==> src/atanh_power_series_assert.svh <==
// Assertion macros for the artanh series block.
// Expects clk and arst_n in the scope of each use.
`ifndef ATANH_POWER_SERIES_ASSERT_SVH
`define ATANH_POWER_SERIES_ASSERT_SVH

// same-cycle implication
`define ATANH_ASSERT_IMP(lbl, ante, cons, msg) \
	lbl: assert property (@(posedge clk) disable iff (!arst_n) (ante) |-> (cons)) \
		else $error(msg);

// next-cycle implication
`define ATANH_ASSERT_NXT(lbl, ante, cons, msg) \
	lbl: assert property (@(posedge clk) disable iff (!arst_n) (ante) |=> (cons)) \
		else $error(msg);

`endif

==> src/atanh_pkg.sv <==
// Shared widths, constants and types of the artanh series block.
// No dependencies.
`default_nettype none

package atanh_pkg;

	localparam int X_W      = 17;
	localparam int THR_W    = 16;
	localparam int SUM_W    = 19;
	localparam int CNT_W    = 7;
	localparam int PW       = 41;
	localparam int PROD_W   = PW + X_W;

	localparam logic [PW-1:0]    POW_CAP   = PW'(1) << (PW - 1);
	localparam logic [SUM_W-1:0] SUM_MAX   = SUM_W'(262143);
	localparam logic [THR_W-1:0] THR_RESET = THR_W'(7);

	localparam int MAX_TERMS_DEF = 64;
	localparam int FRAC_BITS_DEF = 16;

	typedef enum logic [1:0] {
		ST_IDLE,
		ST_TEST,
		ST_TERM,
		ST_DONE
	} state_t;

endpackage

`default_nettype wire

==> src/atanh_if.sv <==
// Handshake channels of the artanh series block: argument in, result out.
// Depends on atanh_pkg.
`default_nettype none

interface atanh_arg_if import atanh_pkg::*; ();
	logic                   valid;
	logic                   ready;
	logic signed [X_W-1:0]  x_value;

	modport source (output valid, output x_value, input ready);
	modport sink   (input valid, input x_value, output ready);
endinterface

interface atanh_res_if import atanh_pkg::*; ();
	logic                    valid;
	logic                    ready;
	logic signed [SUM_W-1:0] series_sum;
	logic [CNT_W-1:0]        terms_used;
	logic                    cap_reached;

	modport source (output valid, output series_sum, output terms_used, output cap_reached,
		input ready);
	modport sink   (input valid, input series_sum, input terms_used, input cap_reached,
		output ready);
endinterface

`default_nettype wire

==> src/atanh_div.sv <==
// Restoring divider, one quotient bit per cycle, MSB first.
// Depends on atanh_pkg.
`default_nettype none

module atanh_div import atanh_pkg::*; #(
	parameter int KW = 7
) (
	input  wire logic          clk,
	input  wire logic          arst_n,
	input  wire logic          start,
	input  wire logic [PW-1:0] dividend,
	input  wire logic [KW-1:0] divisor,
	output logic               done,
	output logic [PW-1:0]      quotient
);

	localparam int CW = $clog2(PW + 1);

	logic          busy_q;
	logic [CW-1:0] cnt_q;
	logic [PW-1:0] num_q;
	logic [KW-1:0] rem_q;
	logic [KW-1:0] d_q;
	logic [KW:0]   trial;
	logic [KW:0]   diff;
	logic          ge;

	assign trial    = {rem_q, num_q[PW-1]};
	assign ge       = trial >= {1'b0, d_q};
	assign diff     = trial - {1'b0, d_q};
	assign done     = busy_q && (cnt_q == CW'(1));
	assign quotient = {num_q[PW-2:0], ge};

	always_ff @(posedge clk or negedge arst_n) begin
		if (!arst_n) begin
			busy_q <= 1'b0;
			cnt_q  <= '0;
		end else if (start) begin
			busy_q <= 1'b1;
			cnt_q  <= CW'(PW);
		end else if (busy_q) begin
			cnt_q <= cnt_q - CW'(1);
			if (done)
				busy_q <= 1'b0;
		end
	end

	always_ff @(posedge clk) begin
		if (start) begin
			num_q <= dividend;
			rem_q <= '0;
			d_q   <= divisor;
		end else if (busy_q) begin
			num_q <= quotient;
			rem_q <= ge ? diff[KW-1:0] : trial[KW-1:0];
		end
	end

endmodule

`default_nettype wire

==> src/atanh_mul.sv <==
// Bit-serial power update: P <- clamp(round(clamp(round(P*m))*m)).
// Two shift-add passes over the bits of m. Depends on atanh_pkg.
`default_nettype none

module atanh_mul import atanh_pkg::*; #(
	parameter int FRAC_BITS = FRAC_BITS_DEF
) (
	input  wire logic           clk,
	input  wire logic           arst_n,
	input  wire logic           start,
	input  wire logic [PW-1:0]  p_in,
	input  wire logic [X_W-1:0] m,
	output logic                busy,
	output logic [PW-1:0]       p_out
);

	localparam int BW = $clog2(X_W);
	localparam logic [PROD_W-1:0] HALF = PROD_W'(1) << (FRAC_BITS - 1);

	logic              busy_q;
	logic              rnd_q;
	logic              pass_q;
	logic [BW-1:0]     cnt_q;
	logic [X_W-1:0]    m_sh_q;
	logic [PW-1:0]     p_q;
	logic [PROD_W-1:0] acc_q;
	logic [PROD_W-1:0] rsum;
	logic [PROD_W-1:0] rshift;
	logic [PW-1:0]     p_next;

	assign rsum   = acc_q + HALF;
	assign rshift = rsum >> FRAC_BITS;
	assign p_next = (rshift > PROD_W'(POW_CAP)) ? POW_CAP : rshift[PW-1:0];
	assign busy   = busy_q;
	assign p_out  = p_q;

	always_ff @(posedge clk or negedge arst_n) begin
		if (!arst_n) begin
			busy_q <= 1'b0;
			rnd_q  <= 1'b0;
			pass_q <= 1'b0;
			cnt_q  <= '0;
		end else if (start) begin
			busy_q <= 1'b1;
			rnd_q  <= 1'b0;
			pass_q <= 1'b0;
			cnt_q  <= BW'(X_W - 1);
		end else if (busy_q) begin
			if (!rnd_q) begin
				if (cnt_q == '0)
					rnd_q <= 1'b1;
				else
					cnt_q <= cnt_q - BW'(1);
			end else begin
				rnd_q <= 1'b0;
				if (pass_q) begin
					busy_q <= 1'b0;
				end else begin
					pass_q <= 1'b1;
					cnt_q  <= BW'(X_W - 1);
				end
			end
		end
	end

	always_ff @(posedge clk) begin
		if (start) begin
			p_q    <= p_in;
			m_sh_q <= m;
			acc_q  <= '0;
		end else if (busy_q) begin
			if (!rnd_q) begin
				acc_q  <= (acc_q << 1) + (m_sh_q[X_W-1] ? PROD_W'(p_q) : '0);
				m_sh_q <= {m_sh_q[X_W-2:0], m_sh_q[X_W-1]};
			end else begin
				p_q   <= p_next;
				acc_q <= '0;
			end
		end
	end

endmodule

`default_nettype wire

==> src/atanh_power_series.sv <==
// artanh(x) by the odd power series x + x^3/3 + x^5/5 + ..., in fixed point.
// One argument at a time. Each term passes through the test state and then the
// bit-serial divider by 2i+1; the power update for the next term runs in its shadow.
// No term is computed when |x| is at or below the threshold. A finished result
// waits in an output register while the next argument is taken. Depends on
// atanh_pkg, atanh_if, atanh_div, atanh_mul and atanh_power_series_assert.svh.
`default_nettype none

module atanh_power_series import atanh_pkg::*; #(
	parameter int MAX_TERMS = MAX_TERMS_DEF,
	parameter int FRAC_BITS = FRAC_BITS_DEF
) (
	input  wire logic             clk,
	input  wire logic             arst_n,
	input  wire logic             cfg_wen,
	input  wire logic [THR_W-1:0] cfg_wdata,
	atanh_arg_if.sink             arg,
	atanh_res_if.source           result
);

	localparam int CW = $clog2(MAX_TERMS + 1);
	localparam int KW = $clog2(2 * MAX_TERMS);
	localparam int SW = PW + CW;

	state_t state_q, state_d;

	logic [THR_W-1:0] thr_q;
	logic [X_W-1:0]   m_q;
	logic             neg_q;
	logic [PW-1:0]    p_q;
	logic [PW-1:0]    cur_q;
	logic [SW-1:0]    sum_q;
	logic [CW-1:0]    i_q;
	logic             out_valid_q;

	logic [X_W-1:0]   m_in;
	logic             over_thr;
	logic             go;
	logic             out_free;
	logic             out_load;
	logic             term_start;
	logic [KW-1:0]    k;
	logic [PW-1:0]    dividend;
	logic             div_done;
	logic [PW-1:0]    quot;
	logic             mul_busy;
	logic [PW-1:0]    mul_p;
	logic [SUM_W-1:0] mag;
	logic             cap;

	assign m_in     = arg.x_value[X_W-1] ? X_W'(-arg.x_value) : arg.x_value;
	assign over_thr = cur_q > PW'(thr_q);
	assign go       = over_thr && (i_q < CW'(MAX_TERMS));
	assign out_free = !out_valid_q || result.ready;
	assign k        = KW'({i_q, 1'b1});
	assign dividend = p_q + PW'(i_q);
	assign mag      = (sum_q > SW'(SUM_MAX)) ? SUM_MAX : sum_q[SUM_W-1:0];
	assign cap      = (i_q == CW'(MAX_TERMS)) && over_thr;

	atanh_div #(.KW(KW)) u_div (
		.clk      (clk),
		.arst_n   (arst_n),
		.start    (term_start),
		.dividend (dividend),
		.divisor  (k),
		.done     (div_done),
		.quotient (quot)
	);

	atanh_mul #(.FRAC_BITS(FRAC_BITS)) u_mul (
		.clk    (clk),
		.arst_n (arst_n),
		.start  (term_start),
		.p_in   (p_q),
		.m      (m_q),
		.busy   (mul_busy),
		.p_out  (mul_p)
	);

	always_comb begin
		state_d = state_q;
		unique case (state_q)
			ST_IDLE: if (arg.valid) state_d = ST_TEST;
			ST_TEST: state_d = go ? ST_TERM : ST_DONE;
			ST_TERM: if (div_done) state_d = ST_TEST;
			ST_DONE: if (out_free) state_d = ST_IDLE;
			default: state_d = ST_IDLE;
		endcase
	end

	always_comb begin
		arg.ready  = (state_q == ST_IDLE);
		term_start = (state_q == ST_TEST) && go;
		out_load   = (state_q == ST_DONE) && out_free;
	end

	always_ff @(posedge clk or negedge arst_n) begin
		if (!arst_n) begin
			state_q     <= ST_IDLE;
			thr_q       <= THR_RESET;
			out_valid_q <= 1'b0;
		end else begin
			state_q <= state_d;
			if (cfg_wen)
				thr_q <= cfg_wdata;
			if (out_load)
				out_valid_q <= 1'b1;
			else if (result.ready)
				out_valid_q <= 1'b0;
		end
	end

	always_ff @(posedge clk) begin
		if (arg.valid && arg.ready) begin
			m_q   <= m_in;
			neg_q <= arg.x_value[X_W-1];
			p_q   <= PW'(m_in);
			cur_q <= PW'(m_in);
			sum_q <= '0;
			i_q   <= '0;
		end else if ((state_q == ST_TERM) && div_done) begin
			sum_q <= sum_q + SW'(quot);
			cur_q <= quot;
			i_q   <= i_q + CW'(1);
			p_q   <= mul_p;
		end
		if (out_load) begin
			result.series_sum  <= neg_q ? -mag : mag;
			result.terms_used  <= CNT_W'(i_q);
			result.cap_reached <= cap;
		end
	end

	assign result.valid = out_valid_q;

`include "atanh_power_series_assert.svh"

	`ATANH_ASSERT_IMP(a_mul_before_div, (state_q == ST_TERM) && div_done, !mul_busy,
		"power update still busy when the term is done")
	`ATANH_ASSERT_IMP(a_count_bound, state_q != ST_IDLE, i_q <= CW'(MAX_TERMS),
		"term count beyond the cap")
	`ATANH_ASSERT_NXT(a_count_step, (state_q == ST_TERM) && div_done,
		i_q == $past(i_q) + CW'(1), "term count did not advance by one")
	`ATANH_ASSERT_IMP(a_cap_count, out_load && cap, i_q == CW'(MAX_TERMS),
		"cap flag without a full count")

endmodule

`default_nettype wire
==> src/flat_wrapper.sv <==
// flat-port wrapper written by rule: the top's interface ports become plain ports
module atanh_power_series_flat import atanh_pkg::*;
#(
	parameter int MAX_TERMS = MAX_TERMS_DEF,
	parameter int FRAC_BITS = FRAC_BITS_DEF
)
  (clk, arst_n, cfg_wen, cfg_wdata, arg_valid, arg_x_value, arg_ready, result_valid, result_series_sum, result_terms_used, result_cap_reached, result_ready);
  atanh_arg_if arg_i ();
  atanh_res_if result_i ();
  input  wire logic clk;
  input  wire logic arst_n;
  input  wire logic cfg_wen;
  input  wire logic [THR_W-1:0] cfg_wdata;
  input wire logic [$bits(arg_i.valid)-1:0] arg_valid;
  input wire logic [$bits(arg_i.x_value)-1:0] arg_x_value;
  output wire logic [$bits(arg_i.ready)-1:0] arg_ready;
  output wire logic [$bits(result_i.valid)-1:0] result_valid;
  output wire logic [$bits(result_i.series_sum)-1:0] result_series_sum;
  output wire logic [$bits(result_i.terms_used)-1:0] result_terms_used;
  output wire logic [$bits(result_i.cap_reached)-1:0] result_cap_reached;
  input wire logic [$bits(result_i.ready)-1:0] result_ready;
  assign arg_i.valid = arg_valid;
  assign arg_i.x_value = arg_x_value;
  assign arg_ready = arg_i.ready;
  assign result_valid = result_i.valid;
  assign result_series_sum = result_i.series_sum;
  assign result_terms_used = result_i.terms_used;
  assign result_cap_reached = result_i.cap_reached;
  assign result_i.ready = result_ready;
  atanh_power_series #(.MAX_TERMS(MAX_TERMS), .FRAC_BITS(FRAC_BITS)) u_core (.clk(clk), .arst_n(arst_n), .cfg_wen(cfg_wen), .cfg_wdata(cfg_wdata), .arg(arg_i), .result(result_i));
endmodule
==> config.mk <==
export PLATFORM = sky130hd
export DESIGN_NAME = atanh_power_series_flat
export DESIGN_NICKNAME = d
export VERILOG_FILES = /design/src/atanh_pkg.sv /design/src/atanh_if.sv /design/src/atanh_div.sv /design/src/atanh_mul.sv /design/src/atanh_power_series.sv /design/src/flat_wrapper.sv
export VERILOG_INCLUDE_DIRS = /design/src /design/src/src
export SDC_FILE = /design/constraint.sdc
export NUM_CORES = 1
export LEC_CHECK = 0
export BUFFER_PORTS_ARGS = -buffer_cell sky130_fd_sc_hd__buf_2
export CORE_AREA = 3 3 239 241
export DETAILED_ROUTE_END_ITERATION = 7
export DIE_AREA = 0 0 242 244
export HOLD_SLACK_MARGIN = 0.12
export PLACE_DENSITY = 0.58
export SLEW_MARGIN = 20
export SYNTH_ARGS = -nofsm -noshare
export SYNTH_HDL_FRONTEND = slang
export SYNTH_HIERARCHICAL = 1
export SYNTH_SLANG_ARGS = --single-unit
==> constraint.sdc <==
create_clock -name clk -period 14.27 [get_ports clk]
set_input_delay 2.854 -clock clk [delete_from_list [all_inputs] [get_ports clk]]
set_output_delay 2.854 -clock clk [all_outputs]
set_load 0.02 [all_outputs]
==> flow_summary.yaml <==
outcome:
  status: "complete, no violations"
clock_tree:
  hold_buffers: 0
  cts_tree: "yes"
  cts_made_buffers: 46
  clockBufferDepth: 3
  cts.sinks: 387
  h-tree-depth: 2
  ctsResizeCount: 0
  post_cts_buffers: 0
  clk_pin_slew_ns: 0.06
  clk_latency_ns: 0.59
  cts_root_buf: "clkbuf_16"
hold_path:
  min_from: "u_core/cur_q[28]"
  hold_path_class: "reg2reg"
routing:
  drt_wl_total_mm: 59.12
  antenna_left: 0
  via_per_inst: 5.549
  wl_per_cell_um: 17.84
  firstDrtPassIters: 5
  vias: 18390
  drc: 0
  drt-initial-drc-count: 1338
synth:
  synth-edff-count: 185
  synth-seq-cells: 387
  async_flop_share: 0.08786
  ys.flop_type: "edfxtp_1"
  synth.avg_cell_area_um2: 9.053
  yosysWarnings: 6
  synth_fp_nets: 2723
  ys_seq_area_frac: 0.4216
  syn_inst: 2561
  netlist_area_um2: 23180
  netlist-cell-type-count: 94
timing:
  fmax_ghz: 0.2114
  finalMaxSlewViolations: 0
  rsz0062_at_grt: "false"
  tightest_slew_ns: 1.004
  hold_violations: 0
  period_share: 0.3315
  fin_setup_tns_ns: 0
  fin_worst_skew_ns: 0.01921
  fin_crit_ns: 4.730
  whs_ns: 0.4540
  relSlewSlack: 0.3254
  setup_violations: 0
worst_setup_path:
  crit_arrival_ns: 5.07
  critPathSlowestCell: "or3b_2"
  critPathLaunchType: "input pin"
  crit_family: "simple AND/OR/NAND/NOR gates"
  cp_max_fo: 5
  worstSetupPathType: "in2reg"
  crit_path_frequent_cell: "or3_1"
  cp.required_ns: 14.61
  crit_chain: "buf_2, or3_1, or3b_2, or3_1, o31ai_1, xnor2_1, or2_2, o21a_1"
  cp-end-kind: "flop"
  max_stage_delay_ns: 0.51
  critPathLaunch: "arg_x_value[3]"
  reg2reg_from: "u_core/u_div/num_q[40]"
  path_buf_inv: 1
pwr:
  leakage_nw: 9.829
  p_total_mw: 6.289
  power_per_cell_area_nw_per_um2: 247.6
  max-vdd-ir-drop_mv: 0.1433
cells_and_area:
  stdcell_area_um2: 25400
  syn_to_final_growth_pct: 9.569
  nFillCells: 5344
  fin_nets: 2691
  final_cell_mix: "412 x nand2_1, 203 x a21oi_1, 185 x edfxtp_1"
  drive_gt1_frac: 0.1060
  layout_commonest_cell: "nand2_1"
placed_design:
  port_buffers: 66
  placed_area_um2: 23870
  gp_congestion: 0.8749
  dp_hpwl_mm: 42.94
global_routing:
  grt-ovfl-total: 0
  grt_max_degree: 144
  grt_pass1_vias: 17570
  grt_pass1_wl_mm: 94.44
  antenna_found_initial: 4
  grtUsageTotal: 0.1946
floorplanning:
  dieArea_um2: 59050
  chipWidth_um: 242
  start_util: 0.4208
  die_h_um: 244
  rows: 86
  ioPinCount: 67
  fp.coreArea_um2: 55090
job:
  maxCapViolations: 0
[power by group]
| group | switching [mW] | internal [mW] |
|---|---|---|
| clock network | 0.483 | 0.722 |
| registers | 0.392 | 1.71 |
| logic | 1.75 | 1.23 |
[cells in the mapped netlist, drive strengths merged (6+ instances only)]
master  count  area share
nand2     413       0.067
a21oi     204       0.044
edfxtp    185        0.24
dfxtp     168        0.15
nor2      161       0.026
o21ai     155       0.033
ha        120       0.065
xnor2     109       0.041
clkbuf    105       0.017
inv        74       0.012
nand3      67       0.015
xor2       67       0.025
mux2       60       0.029
buf        59       0.018
and2       51       0.014
a21o       42       0.014
nand4      36      0.0097
o31ai      36       0.014
o21a       33       0.011
nor3       32      0.0074
dfrtp      31       0.033
or3        30      0.0085
and3       29      0.0079
nand2b     26      0.0070
a211oi     24      0.0085
nor4       22      0.0062
o21bai     21      0.0068
or2        17      0.0046
nor2b      15      0.0040
a21boi     13      0.0042
o211ai     13      0.0044
o311ai     10      0.0038
a41oi       8      0.0030
and4        8      0.0030
nor3b       8      0.0026
a31oi       7      0.0019
a32o        7      0.0030
or4         7      0.0024
a211o       6      0.0023
nand3b      6      0.0019
[metrics by stage]
| stage | worst slack, ns | utilization | cells |
|---|---|---|---|
| after floorplan | 8.831 | - | 2561 |
| after global placement | 8.957 | 0.4322 | 3227 |
| after detailed placement | 8.942 | 0.4332 | 3229 |
| after CTS | 9.575 | 0.4610 | 3313 |
| after global routing | 9.402 | 0.4610 | 3313 |
| final | 9.540 | 0.4611 | 3314 |
[layer usage]
layer / wire, um / part of all wire / vias to the layer above / global-route usage
li1: - / - / 9087 / -
met1: 28490 / 0.48 / 8818 / 0.2745
met2: 26460 / 0.45 / 391 / 0.3092
met3: 2852 / 0.048 / 90 / 0.03213
met4: 1301 / 0.022 / 2 / 0.05446
met5: 11 / 0.00019 / - / 0
[final timing paths]
check / depth (start not counted) / to / slack (ns)
max: 8 / u_core/cur_q[12] / 9.54
min: 2 / u_core/cur_q[28] / 0.45
max reg2reg: 19 / u_core/sum_q[46] / 9.69
min reg2reg: 2 / u_core/cur_q[28] / 0.45
max in group asynchronous: 1 / u_core/state_q[0] / 11.37
min in group asynchronous: 1 / u_core/u_mul/busy / 2.36
[flip-flops by register name, indices dropped and copies added (netlist names), 16 cells and up]
register,cells
u_core/cur_q,41
u_core/result.series_sum,19
u_core/sum_q,48
u_core/m_q,17
u_core/u_mul/m_sh_q,17
u_core/p_q,41
u_core/u_mul/p_out,41
u_core/thr_q,16
u_core/u_div/num_q,41
u_core/u_mul/acc_q,58
[worst min-delay path: stages, from the launching register on]
cell,delay (ns)
dfxtp_1,0.30
nand2_1,0.05
a21oi_1,0.05
[cell type report]
type / instances / area (um^2) / share of cell area
sequential: 387 / 9773 / 0.3847
multi-input combinational: 1936 / 12360 / 0.4866
timing repair buffer: 84 / 518.0 / 0.02039
clock inverter: 21 / 245.2 / 0.009654
tap: 748 / 935.9 / 0.03684
clock buffer: 63 / 1286 / 0.05064
inverter: 74 / 280.3 / 0.01103
antenna: 1 / 2.502 / 0.00009851
[kinds of logic (layout without fill, tap and decap cells)]
group / after synthesis / count (layout) / share of synthesized area
simple gates: 941 / 941 / 0.1927
other cells: 1 / 2 / 0.0001618
buf+inv: 238 / 242 / 0.04674
compound gates: 629 / 629 / 0.1729
fa+ha+maj: 124 / 124 / 0.06822
xor+xnor: 176 / 176 / 0.06649
flops: 387 / 387 / 0.4216
mux: 65 / 65 / 0.03130
Power figures use the tool's default switching activity.
